## config.mk

```make
export PLATFORM = sky130hd
export DESIGN_NAME = ssgk_ram
export DESIGN_NICKNAME = d
export VERILOG_FILES = /design/src/rtl/ssgk_ram.sv
export SDC_FILE = /design/constraint.sdc
export NUM_CORES = 1
export LEC_CHECK = 0
export ABC_AREA = 0
export BUFFER_PORTS_ARGS = -buffer_cell sky130_fd_sc_hd__buf_2
export CAP_MARGIN = 0
export CORE_UTILIZATION = 40
export DETAILED_ROUTE_END_ITERATION = 6
export GPL_TIMING_DRIVEN = 0
export SLEW_MARGIN = 20
export SYNTH_ARGS = -nofsm -noshare
export SYNTH_HDL_FRONTEND = slang
export SYNTH_SLANG_ARGS = --single-unit
```

## constraint.sdc

```tcl
create_clock -name i_clk -period 4.53 [get_ports i_clk]
set_input_delay 1.359 -clock i_clk [delete_from_list [all_inputs] [get_ports i_clk]]
set_output_delay 1.359 -clock i_clk [all_outputs]
set_load 0.02 [all_outputs]
```

## src/rtl/ssgk_ram.sv

```systemverilog
// Generic simple dual-port RAM: one write port, one read port, registered read.
// No dependencies.
module ssgk_ram #(
    parameter int WIDTH = 8,
    parameter int DEPTH = 16,
    localparam int AW = (DEPTH > 1) ? $clog2(DEPTH) : 1
) (
    input  logic             i_clk,
    input  logic             i_we,
    input  logic [AW-1:0]    i_waddr,
    input  logic [WIDTH-1:0] i_wdata,
    input  logic             i_re,
    input  logic [AW-1:0]    i_raddr,
    output logic [WIDTH-1:0] o_rdata
);

    logic [WIDTH-1:0] r_mem [DEPTH];
    logic [WIDTH-1:0] r_rdata;

    // Write port.
    always_ff @(posedge i_clk) begin
        if (i_we) begin
            r_mem[i_waddr] <= i_wdata;
        end
    end

    // Read port; the data holds until the next read.
    always_ff @(posedge i_clk) begin
        if (i_re) begin
            r_rdata <= r_mem[i_raddr];
        end
    end

    assign o_rdata = r_rdata;

endmodule

```

## Word level (Yosys, flattened, before mapping)

Memories as Yosys holds them, arrays and structs flattened. A register that Yosys moved wholly into a read port is not among the register bits.
Cells that the tools add are included.

| storage, ports and cells | value |
|---|---|
| flip-flop bits (word level) | 0 |
| RAM bits | 128 |
| input bits | 19 |
| output and inout port bits | 8 |
| logic and storage cells | 3 |
| memories kept | 1 |

Memory list:

| name | depth | width | rd ports | clocked after Yosys merged registers in | write ports | line | source |
|---|---|---|---|---|---|---|---|
| r_mem | 16 | 8 | 1 | 1 | 1 | 17 | `logic [WIDTH-1:0] r_mem [DEPTH];` |

| cells by class | value |
|---|---|
| muxes and demuxes | 2 |

Operator list:

| kind | count |
|---|---|
| 2-to-1 mux 1 bit | 2 |

## Logic depth before layout (Yosys ltp)

| depth | value |
|---|---|
| depth in word-level cells | 2 |
| gate-level depth with buffers | 5 |
| depth with buffers taken out | 3 |

## Least setup slack after synthesis

OpenSTA, ideal clock, no wires.

| timing | value |
|---|---|
| kind | input -> register |
| from | input i_waddr[2] |
| to | memory r_mem[0][0] (enable) |
| library setup time | 0.383 ns |
| arrival time | 2.469 ns |
| data required time | 4.147 ns |
| path slack | 1.678 ns |
| stages on the path | 2 |
| buffers on the path | 0 |
| cells stage by stage | or3b_2 > nor3_1 |

RTL lines:

| element | line | source |
|---|---|---|
| start, declared | 10 | `input logic [AW-1:0] i_waddr,` |
| end, declared | 17 |  |

Straight into the memory's write port.

## Worst setup path in the final report

| timing | value |
|---|---|
| from | input i_waddr[2] |
| to | memory r_mem[3][1] (enable) |

Straight into the memory's write port.

==> flow_metrics.env <==
export IMPL_status="completed"
export IMPL_drtAntennaViolNets=0
export IMPL_cts_resized=0
export IMPL_crit_path_start_kind="input port"
export IMPL_layout_drive_gt1_share_pct=28.3
export IMPL_totalWireLength_um=9730
export IMPL_dp_slack_ps=1450
export IMPL_yosys_warnings=0
export IMPL_period_share_pct=58.7
export IMPL_synthesis_nets=248
export IMPL_final_cell_area_sq_um=6130
export IMPL_num_antenna_cells=0
export IMPL_cts_hold_buffers=0
export IMPL_cp_startpoint="i_waddr[2]"
export IMPL_fp_dieH_um=116
export IMPL_final_common_cell="edfxtp_1"
export IMPL_rsz0062_at_grt="false"
export IMPL_die_w_um=116
export IMPL_first_pass_iters=4
export IMPL_cp_arrival_ps=2680
export IMPL_synth_fa_ha_area_share_pct=0
export IMPL_fin_setup_tns_ps=0
export IMPL_ys_ff_latch=136
export IMPL_finalWorstSetupSlack_ps=1870
export IMPL_initial_core_util_pct=41.3
export IMPL_path_class="in2reg"
export IMPL_cpPeakStageDelay_ps=660
export IMPL_worstSkewPairLatency_ps=410
export IMPL_num_rows=41
export IMPL_hold_violations=0
export IMPL_hold_start="r_mem[11][2]"
export IMPL_synth_area_per_cell_sq_um=22.8
export IMPL_period_needed_ps=2660
export IMPL_wire_per_inst_um=21.2
export IMPL_htree_num_levels=4
export IMPL_io_pins=27
export IMPL_dpl_hpwl_um=6050
export IMPL_synth_cells=229
export IMPL_path_buf_inv=1
export IMPL_dpl_cell_count=426
export IMPL_synth_compound_area_share_pct=2.30
export IMPL_power_density_nw_per_um2=460
export IMPL_worst_pin_slew_ps=825
export IMPL_slew_violations=0
export IMPL_cts_buffers=17
export IMPL_fmax_ghz=0.376
export IMPL_antenna_found_initial=0
export IMPL_drv_cap=0
export IMPL_grt_pass1_wl_um=14500
export IMPL_syn_cell_area_sq_um=5230
export IMPL_placed_area_sq_um=5590
export IMPL_synth_seq_area_share_pct=78.1
export IMPL_cts_setup_buffers=0
export IMPL_grt_usage_pct=16.1
export IMPL_dieArea_sq_um=13500
export IMPL_fin_skew_ps=11.6
export IMPL_cp_top_family="simple AND/OR/NAND/NOR gates"
export IMPL_fin_cells=458
export IMPL_worstPathCellList="buf_2 > or3b_2 > nor2_1"
export IMPL_synth_area_mux_share_pct=14.8
export IMPL_synth_xor_area_share_pct=0
export IMPL_drc=0
export IMPL_r2r_start="r_mem[0][7]"
export IMPL_gp_congestion=0.704
export IMPL_detailroute_via_count=2355
export IMPL_synth_simple_area_share_pct=3.14
export IMPL_via_per_inst=5.14
export IMPL_critPathRequiredTime_ps=4550
export IMPL_syn2layout_area_growth_pct=17.3
export IMPL_grt_max_degree=17
export IMPL_cts_tree="yes"
export IMPL_peakVddDrop_uv=209
export IMPL_p_leak_uw=0.00202
export IMPL_synth_distinct_cells=18
export IMPL_core_area_sq_um=12700
export IMPL_cts_max_path_buffers=2
export IMPL_slew_headroom_pct=44.8
export IMPL_io_buffers=25
export IMPL_layout_common_cells="edfxtp_1 (136), buf_2 (28), mux4_2 (18)"
export IMPL_cp_max_fo=8
export IMPL_critPathSlowestCell="nor2_1"
export IMPL_root_buffer="clkbuf_16"
export IMPL_grt_overflow=0
export IMPL_synth_top_family_by_area="multiplexers"
export IMPL_final_setup_viol_count=0
export IMPL_initialDrtViolationCount=135
export IMPL_cts_num_sinks=136
export IMPL_path_clk_slew_ps=50
export IMPL_grt_pass1_vias=2445
export IMPL_fin_nets=292
export IMPL_end_kind="flop"
export IMPL_hold_class="reg2reg"
-- final cells by class --
class,instances,area [sq um]
Buffer,10,86.3
Clock buffer,19,433
Clock inverter,13,111
Fill cell,1057,6540
Multi-Input combinational cell,83,1080
Sequential cell,136,4080
Tap cell,172,215
Timing Repair Buffer,25,125
-- logic make-up (layout without fill, tap and decap cells) --
logic type | after synthesis | after routing
DFF | 136 | 136
and+or+nand+nor | 35 | 35
muxes | 32 | 32
AOI/OAI and AO/OA | 16 | 16
buffers and inverters | 10 | 67
-- power by group --
part	switching (uW)	total, uW	internal, uW
logic	85.9	141	54.8
clock network	466	1260	793
registers	5.50	1420	1420
total	557	2820	2270
-- per-stage QoR --
stage | power [uW] | hold WS [ps] | util [%]
floorplan | 1530 | 705 | -
global placement | 1590 | 741 | 43.9
detailed placement | 1590 | 748 | 44.1
CTS | 2840 | 761 | 48.4
global route | 2900 | 787 | 48.4
finish | 2820 | 760 | 48.4
-- sequential cells by signal (all words and copies together) (netlist names) --
name     cells
r_mem      128
o_rdata      8
-- final timing paths --
| check | slack, ps | cells after the start | endpoint |
|---|---|---|---|
| worst max-delay path | 1870 | 3 | r_mem[3][1] |
| worst min-delay path | 760 | 3 | o_rdata[2] |
| worst max register to register | 2950 | 3 | o_rdata[7] |
| worst min register to register | 760 | 3 | o_rdata[2] |
-- worst reg2reg max path: stages, from the launching register on --
cell	delay (ps)
edfxtp_1	370
mux4_2	460
a22oi_1	370
nand2_1	120
-- per-layer routing --
metal | wire, um | vias up | part of all wire, % | GRT usage (%)
li1 | - | 1068 | - | -
met1 | 4680 | 1223 | 48 | 22.5
met2 | 4630 | 59 | 48 | 24.5
met3 | 349 | 5 | 3.6 | 4.00
met4 | 67 | 0 | 0.69 | 6.15
met5 | 0 | - | 0 | 0
-- synth_stat cells, drive strengths merged --
master	instances	share of area, %
clkdlybuf4s25	3	0.57
and2b	1	0.14
nand2	9	0.65
a22oi	16	2.3
nand3	1	0.096
nand2b	2	0.24
nor2b	1	0.12
mux4	32	15
edfxtp	136	78
nand3b	2	0.29
or3b	1	0.17
nor3	4	0.38
buf	7	1.1
and2	1	0.12
nor2	13	0.93
No activity file was read; power rests on OpenSTA's default activity.
