===== src/rtl/ssgk_pkg.sv =====
// Shared constants and types for the stable key sorter and grouper.
// No dependencies; used by ssgk_sort_seq and stable_sort_and_group_keys_unit.
package ssgk_pkg;

    // Default sizing of the store and the kept key bits.
    localparam int DEF_MAX_ITEMS = 64;
    localparam int DEF_KEY_WIDTH = 64;

    // Fixed port widths of the input and result words.
    localparam int IN_KEY_W   = 64;
    localparam int ORIG_IDX_W = 6;
    localparam int GROUP_W    = 7;

    // Control from the sequencer to the result stage for one result word.
    typedef struct packed {
        logic fire;      // load the result register from the read data
        logic first;     // first element of the sorted run
        logic last_res;  // final element of the sorted run
    } t_emit;

endpackage


===== src/rtl/ssgk_sort_seq.sv =====
// Sequencer for loading, stable bottom-up merge passes and result read-out.
// Depends on ssgk_pkg; drives the ports of the entry RAM (ssgk_ram).
module ssgk_sort_seq #(
    parameter int MAX_ITEMS = ssgk_pkg::DEF_MAX_ITEMS,
    parameter int KEY_WIDTH = ssgk_pkg::DEF_KEY_WIDTH,
    localparam int IDX_W = (MAX_ITEMS > 1) ? $clog2(MAX_ITEMS) : 1,
    localparam int EW    = KEY_WIDTH + IDX_W,
    localparam int AW    = IDX_W + 1
) (
    input  logic                 i_clk,
    input  logic                 i_rst_n,
    // Input word handshake.
    input  logic                 i_valid,
    output logic                 o_stall,
    input  logic [KEY_WIDTH-1:0] i_key,
    input  logic                 i_last,
    // Entry RAM.
    output logic                 o_we,
    output logic [AW-1:0]        o_waddr,
    output logic [EW-1:0]        o_wdata,
    output logic                 o_re,
    output logic [AW-1:0]        o_raddr,
    input  logic [EW-1:0]        i_rdata,
    // Result stage.
    input  logic                 i_out_free,
    output ssgk_pkg::t_emit      o_emit
);

    localparam int CNT_W = $clog2(MAX_ITEMS + 1);
    localparam int POS_W = CNT_W + 1;
    localparam int SUM_W = POS_W + 1;

    typedef enum logic [2:0] {
        S_LOAD,
        S_RUN_INIT,
        S_HEAD,
        S_MERGE,
        S_FILL,
        S_OREAD,
        S_OCAP
    } t_state;

    t_state               r_state, n_state;
    logic [CNT_W-1:0]     r_count, n_count;
    logic [CNT_W-1:0]     r_n, n_n;
    logic [POS_W-1:0]     r_w, n_w;
    logic [POS_W-1:0]     r_lo, n_lo;
    logic [POS_W-1:0]     r_mid, n_mid;
    logic [POS_W-1:0]     r_hi, n_hi;
    logic [POS_W-1:0]     r_a, n_a;
    logic [POS_W-1:0]     r_b, n_b;
    logic [POS_W-1:0]     r_t, n_t;
    logic [POS_W-1:0]     r_i, n_i;
    logic                 r_src, n_src;
    logic                 r_fill_b, n_fill_b;
    logic [KEY_WIDTH-1:0] r_key_a, n_key_a;
    logic [KEY_WIDTH-1:0] r_key_b, n_key_b;
    logic [IDX_W-1:0]     r_idx_a, n_idx_a;
    logic [IDX_W-1:0]     r_idx_b, n_idx_b;

    logic [POS_W-1:0]     n_ext;
    logic [CNT_W-1:0]     count_inc;
    logic [SUM_W-1:0]     sum_lo_w;
    logic [SUM_W-1:0]     sum_lo_2w;
    logic [SUM_W-1:0]     w_dbl;
    logic [KEY_WIDTH-1:0] rd_key;
    logic [IDX_W-1:0]     rd_idx;
    logic                 take_a;
    logic [POS_W-1:0]     a_nx;
    logic [POS_W-1:0]     b_nx;
    logic [POS_W-1:0]     t_nx;

    assign n_ext     = POS_W'(r_n);
    assign count_inc = r_count + CNT_W'(1);
    assign sum_lo_w  = SUM_W'(r_lo) + SUM_W'(r_w);
    assign sum_lo_2w = SUM_W'(r_lo) + (SUM_W'(r_w) << 1);
    assign w_dbl     = SUM_W'(r_w) << 1;
    assign rd_key    = i_rdata[EW-1:IDX_W];
    assign rd_idx    = i_rdata[IDX_W-1:0];

    // Stable choice: the left run wins ties.
    assign take_a = (r_a < r_mid) && ((r_b >= r_hi) || (r_key_a <= r_key_b));
    assign a_nx   = r_a + POS_W'(1);
    assign b_nx   = r_b + POS_W'(1);
    assign t_nx   = r_t + POS_W'(1);

    assign o_stall = (r_state != S_LOAD);

    // Next-state and RAM control.
    always_comb begin
        n_state  = r_state;
        n_count  = r_count;
        n_n      = r_n;
        n_w      = r_w;
        n_lo     = r_lo;
        n_mid    = r_mid;
        n_hi     = r_hi;
        n_a      = r_a;
        n_b      = r_b;
        n_t      = r_t;
        n_i      = r_i;
        n_src    = r_src;
        n_fill_b = r_fill_b;
        n_key_a  = r_key_a;
        n_key_b  = r_key_b;
        n_idx_a  = r_idx_a;
        n_idx_b  = r_idx_b;
        o_we     = 1'b0;
        o_waddr  = {~r_src, r_t[IDX_W-1:0]};
        o_wdata  = take_a ? {r_key_a, r_idx_a} : {r_key_b, r_idx_b};
        o_re     = 1'b0;
        o_raddr  = {r_src, r_a[IDX_W-1:0]};
        o_emit   = '0;

        unique case (r_state)
            // Store each word with its arrival index in bank zero.
            S_LOAD: begin
                o_waddr = {1'b0, r_count[IDX_W-1:0]};
                o_wdata = {i_key, r_count[IDX_W-1:0]};
                if (i_valid) begin
                    o_we    = 1'b1;
                    n_count = count_inc;
                    if (i_last || (count_inc == CNT_W'(MAX_ITEMS))) begin
                        n_count = '0;
                        n_n     = count_inc;
                        n_src   = 1'b0;
                        n_w     = POS_W'(1);
                        n_lo    = '0;
                        n_i     = '0;
                        if (count_inc == CNT_W'(1)) begin
                            n_state = S_OREAD;
                        end else begin
                            n_state = S_RUN_INIT;
                        end
                    end
                end
            end

            // Set up the bounds of one pair of runs and fetch the left head.
            S_RUN_INIT: begin
                n_mid = (sum_lo_w < SUM_W'(n_ext)) ? POS_W'(sum_lo_w) : n_ext;
                n_hi  = (sum_lo_2w < SUM_W'(n_ext)) ? POS_W'(sum_lo_2w) : n_ext;
                n_a   = r_lo;
                n_b   = n_mid;
                n_t   = r_lo;
                o_re  = 1'b1;
                o_raddr = {r_src, r_lo[IDX_W-1:0]};
                n_state = S_HEAD;
            end

            // Capture the left head; fetch the right head if that run exists.
            S_HEAD: begin
                n_key_a = rd_key;
                n_idx_a = rd_idx;
                if (r_mid < r_hi) begin
                    o_re     = 1'b1;
                    o_raddr  = {r_src, r_b[IDX_W-1:0]};
                    n_fill_b = 1'b1;
                    n_state  = S_FILL;
                end else begin
                    n_state = S_MERGE;
                end
            end

            // Move one entry to the other bank and refill the head it came from.
            S_MERGE: begin
                o_we = 1'b1;
                n_t  = t_nx;
                if (take_a) begin
                    n_a      = a_nx;
                    n_fill_b = 1'b0;
                    o_raddr  = {r_src, a_nx[IDX_W-1:0]};
                end else begin
                    n_b      = b_nx;
                    n_fill_b = 1'b1;
                    o_raddr  = {r_src, b_nx[IDX_W-1:0]};
                end
                if (t_nx == r_hi) begin
                    if (sum_lo_2w < SUM_W'(n_ext)) begin
                        n_lo    = POS_W'(sum_lo_2w);
                        n_state = S_RUN_INIT;
                    end else begin
                        // Pass done: the written bank becomes the source.
                        n_src = ~r_src;
                        if (w_dbl < SUM_W'(n_ext)) begin
                            n_w     = POS_W'(w_dbl);
                            n_lo    = '0;
                            n_state = S_RUN_INIT;
                        end else begin
                            n_i     = '0;
                            n_state = S_OREAD;
                        end
                    end
                end else if (take_a ? (a_nx < r_mid) : (b_nx < r_hi)) begin
                    o_re    = 1'b1;
                    n_state = S_FILL;
                end else begin
                    n_state = S_MERGE;
                end
            end

            // Take the refilled head from the RAM.
            S_FILL: begin
                if (r_fill_b) begin
                    n_key_b = rd_key;
                    n_idx_b = rd_idx;
                end else begin
                    n_key_a = rd_key;
                    n_idx_a = rd_idx;
                end
                n_state = S_MERGE;
            end

            // Read the next entry of the sorted bank.
            S_OREAD: begin
                o_re    = 1'b1;
                o_raddr = {r_src, r_i[IDX_W-1:0]};
                n_state = S_OCAP;
            end

            // Hand the entry to the result stage once its register is free.
            S_OCAP: begin
                if (i_out_free) begin
                    o_emit.fire     = 1'b1;
                    o_emit.first    = (r_i == '0);
                    o_emit.last_res = ((r_i + POS_W'(1)) == n_ext);
                    n_i             = r_i + POS_W'(1);
                    if ((r_i + POS_W'(1)) == n_ext) begin
                        n_state = S_LOAD;
                    end else begin
                        n_state = S_OREAD;
                    end
                end
            end

            default: begin
                n_state = S_LOAD;
            end
        endcase
    end

    // State and working registers.
    always_ff @(posedge i_clk) begin
        if (!i_rst_n) begin
            r_state <= S_LOAD;
            r_count <= '0;
        end else begin
            r_state <= n_state;
            r_count <= n_count;
        end
        r_n      <= n_n;
        r_w      <= n_w;
        r_lo     <= n_lo;
        r_mid    <= n_mid;
        r_hi     <= n_hi;
        r_a      <= n_a;
        r_b      <= n_b;
        r_t      <= n_t;
        r_i      <= n_i;
        r_src    <= n_src;
        r_fill_b <= n_fill_b;
        r_key_a  <= n_key_a;
        r_key_b  <= n_key_b;
        r_idx_a  <= n_idx_a;
        r_idx_b  <= n_idx_b;
    end

endmodule


===== config.mk =====
export PLATFORM = sky130hd
export DESIGN_NAME = ssgk_sort_seq
export DESIGN_NICKNAME = d
export VERILOG_FILES = /design/src/rtl/ssgk_pkg.sv /design/src/rtl/ssgk_sort_seq.sv
export SDC_FILE = /design/constraint.sdc
export NUM_CORES = 1
export LEC_CHECK = 0
export BUFFER_PORTS_ARGS = -buffer_cell sky130_fd_sc_hd__buf_2
export CAP_MARGIN = 30
export CORE_MARGIN = 2
export CORE_UTILIZATION = 35
export CTS_CLUSTER_SIZE = 20
export DETAILED_ROUTE_END_ITERATION = 10
export GPL_ROUTABILITY_DRIVEN = 0
export GPL_TIMING_DRIVEN = 0
export PLACE_DENSITY_LB_ADDON = 0.25
export SYNTH_ARGS = -nofsm -noshare
export SYNTH_HDL_FRONTEND = slang
export SYNTH_SLANG_ARGS = --single-unit
export TNS_END_PERCENT = 50

===== constraint.sdc =====
create_clock -name i_clk -period 5.5 [get_ports i_clk]
set_clock_uncertainty 0.15 [all_clocks]
set_input_delay 0.275 -clock i_clk [delete_from_list [all_inputs] [get_ports i_clk]]
set_output_delay 0.275 -clock i_clk [all_outputs]
set_load 0.02 [all_outputs]

* After elaboration in Yosys (flattened, before gate mapping) *
Index checks and enable logic that the tools add are counted.
Widths: inputs -> output; s select.

cells by class
  bitwise operators = 1
  reduce and logical (&&, ||, !) cells = 24
  add/sub/neg operators = 7
  multiplexer cells = 63
  equal/unequal tests = 22
  $lt $le $gt $ge = 9

operators by type and width
  cell                 number
  $mux 70              2
  $mux 8               17
  $pmux 64 s2          1
  $pmux 8 s2           5
  $le 64x64->1         1
  $mux 64              1
  $mux 3               12
  $add 8x1->8 const B  4
  $lt 8x8->1           4
  $lt 9x7->1           3
  $pmux 6 s4           1
  $pmux 8 s3           1
  $ne 2x2->1 const B   11
  $mux 7               3
  $pmux 3 s7           1
  $mux 6               3
  $pmux 6 s2           1
  $reduce_and 2->1     6
  $mux 1               11
  $reduce_and 5->1     2
  $add 8x8->9          1
  $add 8x9->9          1
  $eq 3x3->1 const B   3
  $eq 8x7->1           1
  21 further kinds     30

storage, ports and cells
  output and inout port bits = 90
  input port bits = 139
  flip-flop bits (word level) = 223

* Depth between registers and ports, before layout *
Gate-level depths: netlist of the first run.

  depth after elaboration = 7
  depth in mapped cells = 15

* Worst setup path before layout of the first run *
No wires, ideal clock.

  path kind = reg2reg
  from = register r_state[1]
  to = register r_idx_a[0] (enable)
  slack = 998 ps
  clock period less this slack = 4502 ps
  required time = 4852 ps
  setup time = 498 ps
  stages on the path, launching flop included = 6
  buffers on the path = 1
  arrival time = 3854 ps
  path through = dfxtp_1 -> inv_1 -> nor2_1 -> clkbuf_1 -> nor2_1 -> nor2_1

on the way
  cells in the longest elaborated chain, start to end = 3
  elaborated cells on any way between the ends = 5
  those cells by class = 3 x eq/ne; 2 x reduce/logical

ends and longest elaborated chain
  what                                                              line                  RTL
  from (decl)                                                       ssgk_sort_seq.sv:43   t_state r_state, n_state;
  from (signal assigned)                                            ssgk_sort_seq.sv:248  r_state <= n_state;
  $eq 3x3->1 / $eq 3x2->1 (equally long branches)                   ssgk_sort_seq.sv:115  unique case (r_state)
  $ne 2x2->1 (no line) / $reduce_bool 2->1 (equally long branches)  n/a
  $reduce_and 2->1 (no line) *                                      n/a
  to (signal assigned)                                              ssgk_sort_seq.sv:264  r_idx_a <= n_idx_a;
  to (decl)                                                         ssgk_sort_seq.sv:58   logic [IDX_W-1:0] r_idx_a, n_idx_a;

Mark *: on every way between the ends. The rest lies on a longest branch, timed or not.
A chain may end at the register's enable or synchronous reset.

* Worst setup path after layout of the first run *
  from = register r_w[1]
  to = register r_i[4] (enable)

on the way
  cells in the longest elaborated chain, start to end = 4
  elaborated cells on any way between the ends = 6
  those cells by class = 1 x add/sub; 2 x order compare; 2 x eq/ne; 1 x reduce/logical

ends and longest elaborated chain
  what                        line                  RTL
  from (decl)                 ssgk_sort_seq.sv:46   logic [POS_W-1:0] r_w, n_w;
  from (signal assigned)      ssgk_sort_seq.sv:252  r_w <= n_w;
  $add 8x9->9                 ssgk_sort_seq.sv:76   assign sum_lo_2w = SUM_W'(r_lo) + (SUM_W'(r_w) << 1);
  via sum_lo_2w[6]            ssgk_sort_seq.sv:64   logic [SUM_W-1:0] sum_lo_2w;
  $lt 9x7->1                  ssgk_sort_seq.sv:179  if (sum_lo_2w < SUM_W'(n_ext)) begin
  $ne 2x2->1 (no line)        n/a
  $reduce_and 7->1 (no line)  n/a
  to (signal assigned)        ssgk_sort_seq.sv:259  r_i <= n_i;
  to (decl)                   ssgk_sort_seq.sv:53   logic [POS_W-1:0] r_i, n_i;

The timed path passes the listed nets, and every way through them passes these cells.

==> results of run 1 <==
## final timing paths
| path | startpoint | end | slack [ns] |
|---|---|---|---|
| worst max register to register | r_w[1]$_SDFFCE_PN0P_ | r_i[4]$_SDFFCE_PN0P_ | 0.91 |
| worst min-delay path | i_out_free | r_state[0]$_SDFFE_PN0P_ | 0.1 |
| worst min register to register | r_count[1]$_SDFFE_PN0P_ | r_count[1]$_SDFFE_PN0P_ | 0.37 |
| worst max-delay path | r_w[1]$_SDFFCE_PN0P_ | r_i[4]$_SDFFCE_PN0P_ | 0.91 |
## cell families (layout without fill, tap and decap cells)
logic type      after synthesis  in the layout  synth area share
fa+ha+maj                   143            143            0.1325
xor+xnor                     60             60           0.03860
other cells                   1              4         0.0002754
simple gates                343            343            0.1168
mux                          92             92           0.06910
compound gates              258            258            0.1110
buf+inv                     151            502           0.04723
flops                       223            223            0.4845
## critical path: stages (launching register included)
cell       delay (ns)
edfxtp_1         0.50
ha_1             0.33
a21o_1           0.18
a21oi_1          0.21
nand2b_1         0.19
nand2_1          0.07
a21oi_1          0.17
xnor2_1          0.22
ha_1             0.31
and2_1           0.14
a311o_1          0.37
a2111oi_4        0.54
clkbuf_1         0.39
nand2_1          0.14
nand3_1          0.14
a21oi_1          0.20
## timing repair
item | 4_1_cts | 5_1_grt
hold endpoints to repair | 146 | 0
gates resized for setup | 0 | 0
hold buffers | 72 | 0
## flip-flops by register name, summed over array words and instances, names as in the netlist
signal	flops
r_idx_b	6
r_hi	8
r_src	1
r_count	7
r_a	8
r_fill_b	1
r_key_a	64
r_lo	8
r_state	3
r_key_b	64
r_i	8
r_t	8
r_w	8
r_n	7
r_mid	8
r_b	8
r_idx_a	6
## layer usage
| metal | track usage | wire length, µm |
|---|---|---|
| met1 | 0.2394 | 16740 |
| met4 | 0.04412 | 869 |
| met3 | 0.03628 | 2743 |
| met2 | 0.3248 | 18440 |
| met5 | 0 | 11 |
## power by group through the flow
stage          Clock (mW)  Sequential, mW  Combinational, mW
6_report             1.66            2.84               5.91
2_1_floorplan           0            2.76               3.94
5_1_grt              1.76            2.89               6.50
3_3_place_gp            0            2.92               5.73
3_5_place_dp            0            2.87               5.87
4_1_cts              1.70            2.83               5.95
## through the flow
step	util	hold WS, ns	instances	total power, mW
after detailed placement	0.4029	0.3161	2025	8.735
after global placement	0.3997	0.3143	2019	8.641
final	0.4423	0.09684	2143	10.41
after floorplan	-	0.2239	1273	6.703
after CTS	0.4421	0.06303	2141	10.48
after global routing	0.4423	0.1157	2143	11.15
## area by class of cell
type	instances	area (µm²)
diodes	1	2.502
plain buffers	48	256.5
clock buffers	33	655.6
clock inverters	11	133.9
fillers	3757	21500
inverters	103	386.6
multi-input cells	899	6399
flip-flops and latches	223	6596
well taps	518	648.1
repair buffers	307	1977
## cell usage in the layout (no fill, tap or decap), drive strengths merged, types with 10 or more instances in the layout
master | Yosys | routed
buf | 12 | 247
inv | 102 | 103
mux2 | 16 | 16
clkbuf | 36 | 69
a21o | 22 | 22
ha | 141 | 141
a21oi | 74 | 74
nand2 | 139 | 139
nor3 | 16 | 16
edfxtp | 213 | 213
and3 | 27 | 27
mux2i | 76 | 76
dlygate4sd3 | 0 | 72
xor2 | 21 | 21
nand2b | 10 | 10
o22ai | 11 | 11
nand4 | 14 | 14
nand3 | 35 | 35
xnor2 | 39 | 39
dfxtp | 10 | 10
o21ai | 111 | 111
nor2 | 69 | 69
==> impl_metrics.tcl, run 1 <==
set metrics [dict create \
    outcome "completed" \
    io_buffers 228 \
    drive_gt1_frac 0.1884 \
    yosysTopAreaCell "edfxtp_1" \
    grt_overflow 0 \
    yosysWarnings 0 \
    viasPerCell 5.036 \
    routed-via-count 10790 \
    cts_tree "yes" \
    setup_ws_ns 0.9145 \
    grt_pass1_vias 10920 \
    power_density_nw_per_um2 610.4 \
    min_period_ns 4.586 \
    synth_edf_count 213 \
    wl_per_cell_um 18.10 \
    slew_headroom 0.3839 \
    path_clk_slew_ns 0.06 \
    cts-root-buf "clkbuf_16" \
    netlist_top_cells_count "edfxtp_1, ha_1, nand2_1, o21ai_0, inv_1" \
    ys_seq_elements 223 \
    slew_viol_final 0 \
    seqPwrFrac 0.273 \
    area_growth_pct 25.26 \
    rows 72 \
    p_switching_mw 4.788 \
    synth-seq-area-share 0.4845 \
    combPwrFrac 0.568 \
    dp_hpwl_mm 30.17 \
    postRouteAntennaNets 0 \
    whs_path_depth 5 \
    setup_viol 0 \
    crit_required_ns 5.54 \
    async_reset_ff_frac 0 \
    rsz0062_at_grt "false" \
    rr_worst_depth 15 \
    clock_latency_ns 0.54 \
    h-tree-depth 1 \
    syn-cell-area_um2 13620 \
    critPathMaxFanout 10 \
    fin_crit_sh 0.8337 \
    io-pin-count 229 \
    power_frac_clock 0.159 \
    drtPass1Iterations 5 \
    synth.top_cell.area_share 0.4698 \
    dpl-instance-area_um2 15530 \
    p_sw_frac 0.4599 \
    dieArea_um2 40500 \
    core_area_um2 38560 \
    fin_nets 1889 \
    syn_area_per_cell_um2 10.71 \
    cts_buffers 25 \
    vdd_drop_max_uv 300.3 \
    synthCells 1271 \
    clock.fmax_ghz 0.2181 \
    drc_errors 0 \
    synth_cell_type_count 57 \
    die_height_um 201.2 \
    crit_arrival_ns 4.63 \
    grt_start_max_net_pins 62 \
    pre_cts_slack_ns 0.9956 \
    p_leak_nw 7.375 \
    worst_pin_slew_ns 0.9201 \
    finalHoldViolCount 0 \
    power.internal_mw 5.623 \
    antenna_found_initial 2 \
    grtUsageTotal 0.1867 \
    ctsLongestPathBuffers 3 \
    ys_top_cells_by_area "edfxtp_1, ha_1, mux2i_1, o21ai_0, nand2_1" \
    fp.dieW_um 201.2 \
    worst_setup_path_end_kind "flop" \
    clkSinkCount 223 \
    start_util 0.3531 \
    synthFlopType "edfxtp_1" \
    grt_pass1_wl_mm 59.28 \
    drt_iter0_drc 646 \
    drv_cap 0 \
    routed_wl_mm 38.80 \
    critPathKind "reg2reg" \
    start_kind "flop" \
    final_cell_area_um2 17060 \
    fin_setup_tns_ns 0 \
    post_cts_buffers 0 \
    hp-class "in2reg" \
    synth.most_common_cell "edfxtp_1" \
]
No activity file was read; power rests on OpenSTA's default activity.
==> inputs of run 2 (changes only) <==
==> constraint.sdc (replaced) <==
create_clock -name i_clk -period 4.7 [get_ports i_clk]
set_clock_uncertainty 0.15 [all_clocks]
set_input_delay 0.235 -clock i_clk [delete_from_list [all_inputs] [get_ports i_clk]]
set_output_delay 0.235 -clock i_clk [all_outputs]
set_load 0.02 [all_outputs]
==> impl_metrics.tcl, run 2 (synthesized netlist as in run 1, its figures left out) <==
set metrics [dict create \
    outcome "completed" \
    routed-via-count 10810 \
    fin_nets 1889 \
    dieArea_um2 40500 \
    rr_worst_depth 15 \
    dp_hpwl_mm 30.17 \
    min_period_ns 4.541 \
    drt_iter0_drc 675 \
    r2r-end "r_i[4]$_SDFFCE_PN0P_" \
    whs_path_depth 5 \
    core_area_um2 38560 \
    seqPwrFrac 0.273 \
    top_regs "r_key_a: 64 flops, r_key_b: 64 flops" \
    setup_viol 0 \
    rows 72 \
    final_cell_mix "buf_2, edfxtp_1, ha_1, nand2_1, o21ai_0" \
    wl_per_cell_um 18.11 \
    r2r_setup_slack_ns 0.29 \
    die_height_um 201.2 \
    stdcell_count 2143 \
    critPathMaxFanout 9 \
    timing.critical_path.cells "inv_1, ha_1, a21o_1, a21oi_1, o21ai_0, o41ai_1, and3_1, clkbuf_1, a21o_1, a21oi_1, o22ai_1, buf_2" \
    cpPeakStageDelay_ns 0.69 \
    drtPass1Iterations 5 \
    postRouteAntennaNets 0 \
    critPathKind "reg2out" \
    grt_pass1_wl_mm 59.28 \
    total_power_mw 12.19 \
    drc_errors 0 \
    worst_pin_slew_ns 0.9182 \
    layout_commonest_cell "buf_2" \
    p_switching_mw 5.609 \
    power_density_nw_per_um2 714.7 \
    crit_required_ns 4.32 \
    power.internal_mw 6.581 \
    drive_gt1_frac 0.1890 \
    n_fill_cell 3757 \
    clkSinkCount 223 \
    start_util 0.3531 \
    start_kind "flop" \
    grt_start_max_net_pins 62 \
    slew_headroom 0.3852 \
    post-route-util 0.4424 \
    grtUsageTotal 0.1867 \
    power_frac_clock 0.159 \
    drv_cap 0 \
    cts_buffers 25 \
    vdd_drop_max_uv 351.4 \
    rsz0062_at_grt "false" \
    post_cts_buffers 0 \
    io_buffers 228 \
    finalHoldViolCount 0 \
    combPwrFrac 0.568 \
    grt_pass1_vias 10920 \
    ctsLongestPathBuffers 3 \
    r2r_start "r_w[1]$_SDFFCE_PN0P_" \
    worst_path_max_delay_cell "o41ai_1" \
    routed_wl_mm 38.80 \
    io-pin-count 229 \
    cts_tree "yes" \
    hp-class "in2reg" \
    fin_crit_sh 0.9661 \
    area_growth_pct 25.27 \
    h-tree-depth 1 \
    dp_cells 2025 \
    clock.fmax_ghz 0.2202 \
    path_clk_slew_ns 0.06 \
    grt_overflow 0 \
    worst_setup_path_end_kind "output port" \
    crit_arrival_ns 4.16 \
    p_leak_nw 7.378 \
    p_sw_frac 0.4601 \
    clock_latency_ns 0.54 \
    viasPerCell 5.045 \
    fin_setup_tns_ns 0 \
    slew_viol_final 0 \
    min_to "r_state[0]$_SDFFE_PN0P_" \
    antenna_found_initial 2 \
    fp.dieW_um 201.2 \
    cts-root-buf "clkbuf_16" \
    hp-start "i_out_free" \
    whs_ns 0.06068 \
]
## run 2: changes by cell type in the layout (fill, tap and decap cells not counted)
cell,before,now
clkbuf_1,44,43
clkbuf_2,0,1
## run 2: worst max path at each step
stage | start | endpoint | slack (ns) | depth (start not counted)
2_1_floorplan | r_state[1]$_SDFFE_PN0P_ | r_idx_a[0]$_DFFE_PP_ | 0.20 | 5
3_3_place_gp | r_state[1]$_SDFFE_PN0P_ | r_key_a[39]$_DFFE_PP_ | -2.30 | 5
3_5_place_dp | r_w[1]$_SDFFCE_PN0P_ | r_i[4]$_SDFFCE_PN0P_ | 0.20 | 15
4_1_cts | r_w[1]$_SDFFCE_PN0P_ | r_i[4]$_SDFFCE_PN0P_ | 0.18 | 15
5_1_grt | r_w[1]$_SDFFCE_PN0P_ | r_i[0]$_SDFFCE_PN0P_ | 0.01 | 15
6_report | r_hi[1]$_DFFE_PP_ | o_raddr[5] | 0.16 | 12
## run 2: layout make-up
type	instances	area [µm²]	area share
Buffer	48	257.7	0.01511
Sequential cell	223	6596	0.3867
Inverter	103	386.6	0.02267
Clock inverter	11	133.9	0.007849
Multi-Input combinational cell	899	6399	0.3751
Tap cell	518	648.1	0.03800
Clock buffer	33	655.6	0.03844
Timing Repair Buffer	307	1977	0.1159
Antenna cell	1	2.502	0.0001467
## run 2: metal layers
metal  wire, µm  GRT usage  vias to the layer above
li1           -          -                     5278
met1      16730     0.2394                     5134
met2      18450     0.3248                      343
met3       2772    0.03628                       55
met4        837    0.04412                        2
met5         11          0                        -
## run 2: what timing repair did
| action | in CTS | in global routing |
|---|---|---|
| endpoints found under the setup margin | 0 | 17 |
| gates resized for setup | 0 | 2 |
| hold buffers | 72 | 0 |
| hold endpoints to repair | 146 | 0 |
## run 2: worst max-delay path: cells and delay by family (launching register included)
kind	cells	cell delay, ns
buffers and inverters	3	0.79
AO/OA/AOI/OAI	7	1.87
flip-flops	1	0.48
AND/OR/NAND/NOR	1	0.25
adder cells (fa/ha/maj)	1	0.25
## run 2: power groups by stage
stage / Clock [mW] / Sequential (mW) / Combinational (mW)
floorplan: 0 / 3.24 / 4.61
global placement: 0 / 3.41 / 6.70
detailed placement: 0 / 3.36 / 6.87
CTS: 1.99 / 3.32 / 6.97
global route: 2.05 / 3.38 / 7.61
finish: 1.94 / 3.32 / 6.92
## run 2: through the flow
stage / setup slack (ns) / instance area [µm²]
global route: 0.01211 / 17060
finish: 0.1593 / 17060
floorplan: 0.1983 / 13620
detailed placement: 0.1956 / 15530
CTS: 0.1818 / 17050
global placement: -2.301 / 15410
==> inputs of run 3 (changes only) <==
--- a/config.mk
+++ b/config.mk
@@ -7,8 +7,10 @@
 export LEC_CHECK = 0
 export BUFFER_PORTS_ARGS = -buffer_cell sky130_fd_sc_hd__buf_2
 export CAP_MARGIN = 30
+export CELL_PAD_IN_SITES_DETAIL_PLACEMENT = 0
+export CELL_PAD_IN_SITES_GLOBAL_PLACEMENT = 2
 export CORE_MARGIN = 2
-export CORE_UTILIZATION = 35
+export CORE_UTILIZATION = 33
 export CTS_CLUSTER_SIZE = 20
 export DETAILED_ROUTE_END_ITERATION = 10
 export GPL_ROUTABILITY_DRIVEN = 0
==> constraint.sdc (replaced) <==
create_clock -name i_clk -period 3.65 [get_ports i_clk]
set_clock_uncertainty 0.15 [all_clocks]
set_input_delay 0.1825 -clock i_clk [delete_from_list [all_inputs] [get_ports i_clk]]
set_output_delay 0.1825 -clock i_clk [all_outputs]
set_load 0.02 [all_outputs]
==> impl_metrics.tcl, run 3 (synthesized netlist as in run 1, its figures left out) <==
set metrics [dict create \
    start_util 0.3342 \
    crit_arrival_ns 3.88 \
    fin_crit_sh 1.153 \
    cts-root-buf "clkbuf_16" \
    critPathMaxFanout 9 \
    clkSinkCount 223 \
    worst_pin_slew_ns 0.8267 \
    vdd_drop_max_uv 477.8 \
    rr_worst_depth 16 \
    seq_area_um2 6596 \
    die_height_um 207.1 \
    whs_path_depth 2 \
    p_leak_nw 7.879 \
    grt_overflow 0 \
    r2r_setup_slack_ns -0.13 \
    worst_setup_path_end_kind "output port" \
    violations "setup timing" \
    drtPass1Iterations 5 \
    min_period_ns 4.208 \
    clock_latency_ns 0.58 \
    whs_ns 0.1763 \
    fin_setup_tns_ns -37.61 \
    fin_nets 1930 \
    dieArea_um2 42900 \
    rsz0062_at_grt "true" \
    p_switching_mw 8.006 \
    grt_pass1_wl_mm 63.23 \
    grtUsageTotal 0.1891 \
    area_growth_pct 35.81 \
    h-tree-depth 1 \
    multiInputGateArea_um2 7142 \
    crit_required_ns 3.32 \
    drv_cap 0 \
    min_to "r_key_b[18]$_DFFE_PP_" \
    dp_hpwl_mm 31.81 \
    seqPwrFrac 0.240 \
    path_clk_slew_ns 0.06 \
    drc_errors 0 \
    wl_per_cell_um 18.89 \
    dp_cells 2039 \
    hp-class "in2reg" \
    core_area_um2 40740 \
    r2r_start "r_key_a[58]$_DFFE_PP_" \
    finalHoldViolCount 0 \
    slew_viol_final 0 \
    routed_wl_mm 41.66 \
    start_kind "flop" \
    r2r-end "r_a[2]$_DFFE_PP_" \
    cts_buffers 28 \
    slew_headroom 0.4468 \
    top_regs "r_key_a: 64 flops, r_key_b: 64 flops" \
    rows 74 \
    p_sw_frac 0.4442 \
    drive_gt1_frac 0.2629 \
    viasPerCell 4.906 \
    hp-start "i_rdata[24]" \
    critPathKind "reg2out" \
    ctsLongestPathBuffers 3 \
    total_power_mw 18.02 \
    postRouteAntennaNets 0 \
    drt_iter0_drc 455 \
    io_buffers 228 \
    outcome "complete, but fails checks" \
    antenna_found_initial 5 \
    setup_viol 101 \
    final_cell_mix "buf_2, edfxtp_1, nand2_1, ha_1, inv_1" \
    routed-via-count 10820 \
    cts_tree "yes" \
    power_density_nw_per_um2 974.7 \
    clock.fmax_ghz 0.2377 \
    power_frac_clock 0.153 \
    combPwrFrac 0.607 \
    grt_pass1_vias 10950 \
    fp.dieW_um 207.1 \
    grt_start_max_net_pins 45 \
    io-pin-count 229 \
    setup_ws_ns -0.5576 \
    final_cell_area_um2 18490 \
    dpl-instance-area_um2 15540 \
    stdcell_count 2205 \
    n_fill_cell 3897 \
    power.internal_mw 10.02 \
]
==> run 3: power groups by stage <==
stage | clock, mW | combinational [mW] | sequential [mW]
after floorplan | 0 | 5.94 | 4.15
after global placement | 0 | 8.78 | 4.40
after detailed placement | 0 | 8.90 | 4.35
after CTS | 2.82 | 9.97 | 4.30
after global routing | 2.91 | 11.9 | 4.41
final | 2.75 | 10.9 | 4.33
==> run 3: worst max path at each step <==
stage	to	cells after the start	slack [ns]	start
2_1_floorplan	r_i[0]$_SDFFCE_PN0P_	15	-0.14	r_w[1]$_SDFFCE_PN0P_
3_3_place_gp	r_key_a[53]$_DFFE_PP_	5	-1.34	r_state[1]$_SDFFE_PN0P_
3_5_place_dp	r_i[4]$_SDFFCE_PN0P_	15	-0.79	r_lo[2]$_SDFFCE_PN0P_
4_1_cts	o_wdata[46]	13	-0.59	r_key_a[55]$_DFFE_PP_
5_1_grt	o_re	12	-0.72	r_key_a[55]$_DFFE_PP_
6_report	o_re	13	-0.56	r_key_a[58]$_DFFE_PP_
==> run 3: per-stage QoR <==
stage | utilization | setup slack [ns]
after detailed placement | 0.3814 | -0.7895
after floorplan | - | -0.1362
after global routing | 0.4539 | -0.7250
after CTS | 0.4366 | -0.5863
after global placement | 0.3788 | -1.342
final | 0.4539 | -0.5576
==> run 3: cell type report <==
type / instances / area share
inverters: 103 / 0.02091
clock buffers: 33 / 0.03891
multi-input cells: 899 / 0.3862
well taps: 532 / 0.03600
clock inverters: 19 / 0.01083
plain buffers: 48 / 0.01840
repair buffers: 345 / 0.1316
flip-flops and latches: 223 / 0.3567
diodes: 3 / 0.0004060
==> run 3: per-layer routing <==
layer  vias up  global-route usage  wire [µm]
met3        48             0.04745       2419
li1       5377                   -          -
met1      5147              0.2439      18480
met2       241              0.3206      19940
met4         4             0.04015        799
met5         -                   0         23
==> run 3: critical path: stages (launching register included) <==
cell and delay, ns:
edfxtp_1 0.43, ha_1 0.34, nand4_1 0.17, buf_4 0.14
nor2_1 0.04, a221oi_2 0.24, o211ai_1 0.18, nor3_2 0.21
nand3_2 0.13, a311oi_4 0.41, buf_8 0.25, mux2_2 0.40
o21ai_4 0.17, buf_4 0.17
==> run 3: repair_timing <==
item,CTS,global route
hold buffers,74,0
resized for setup,146,102
setup buffers,14,17
endpoints found under the setup margin,151,142
pin swaps,14,12
endpoints found under the hold margin,150,0
cloned,1,5
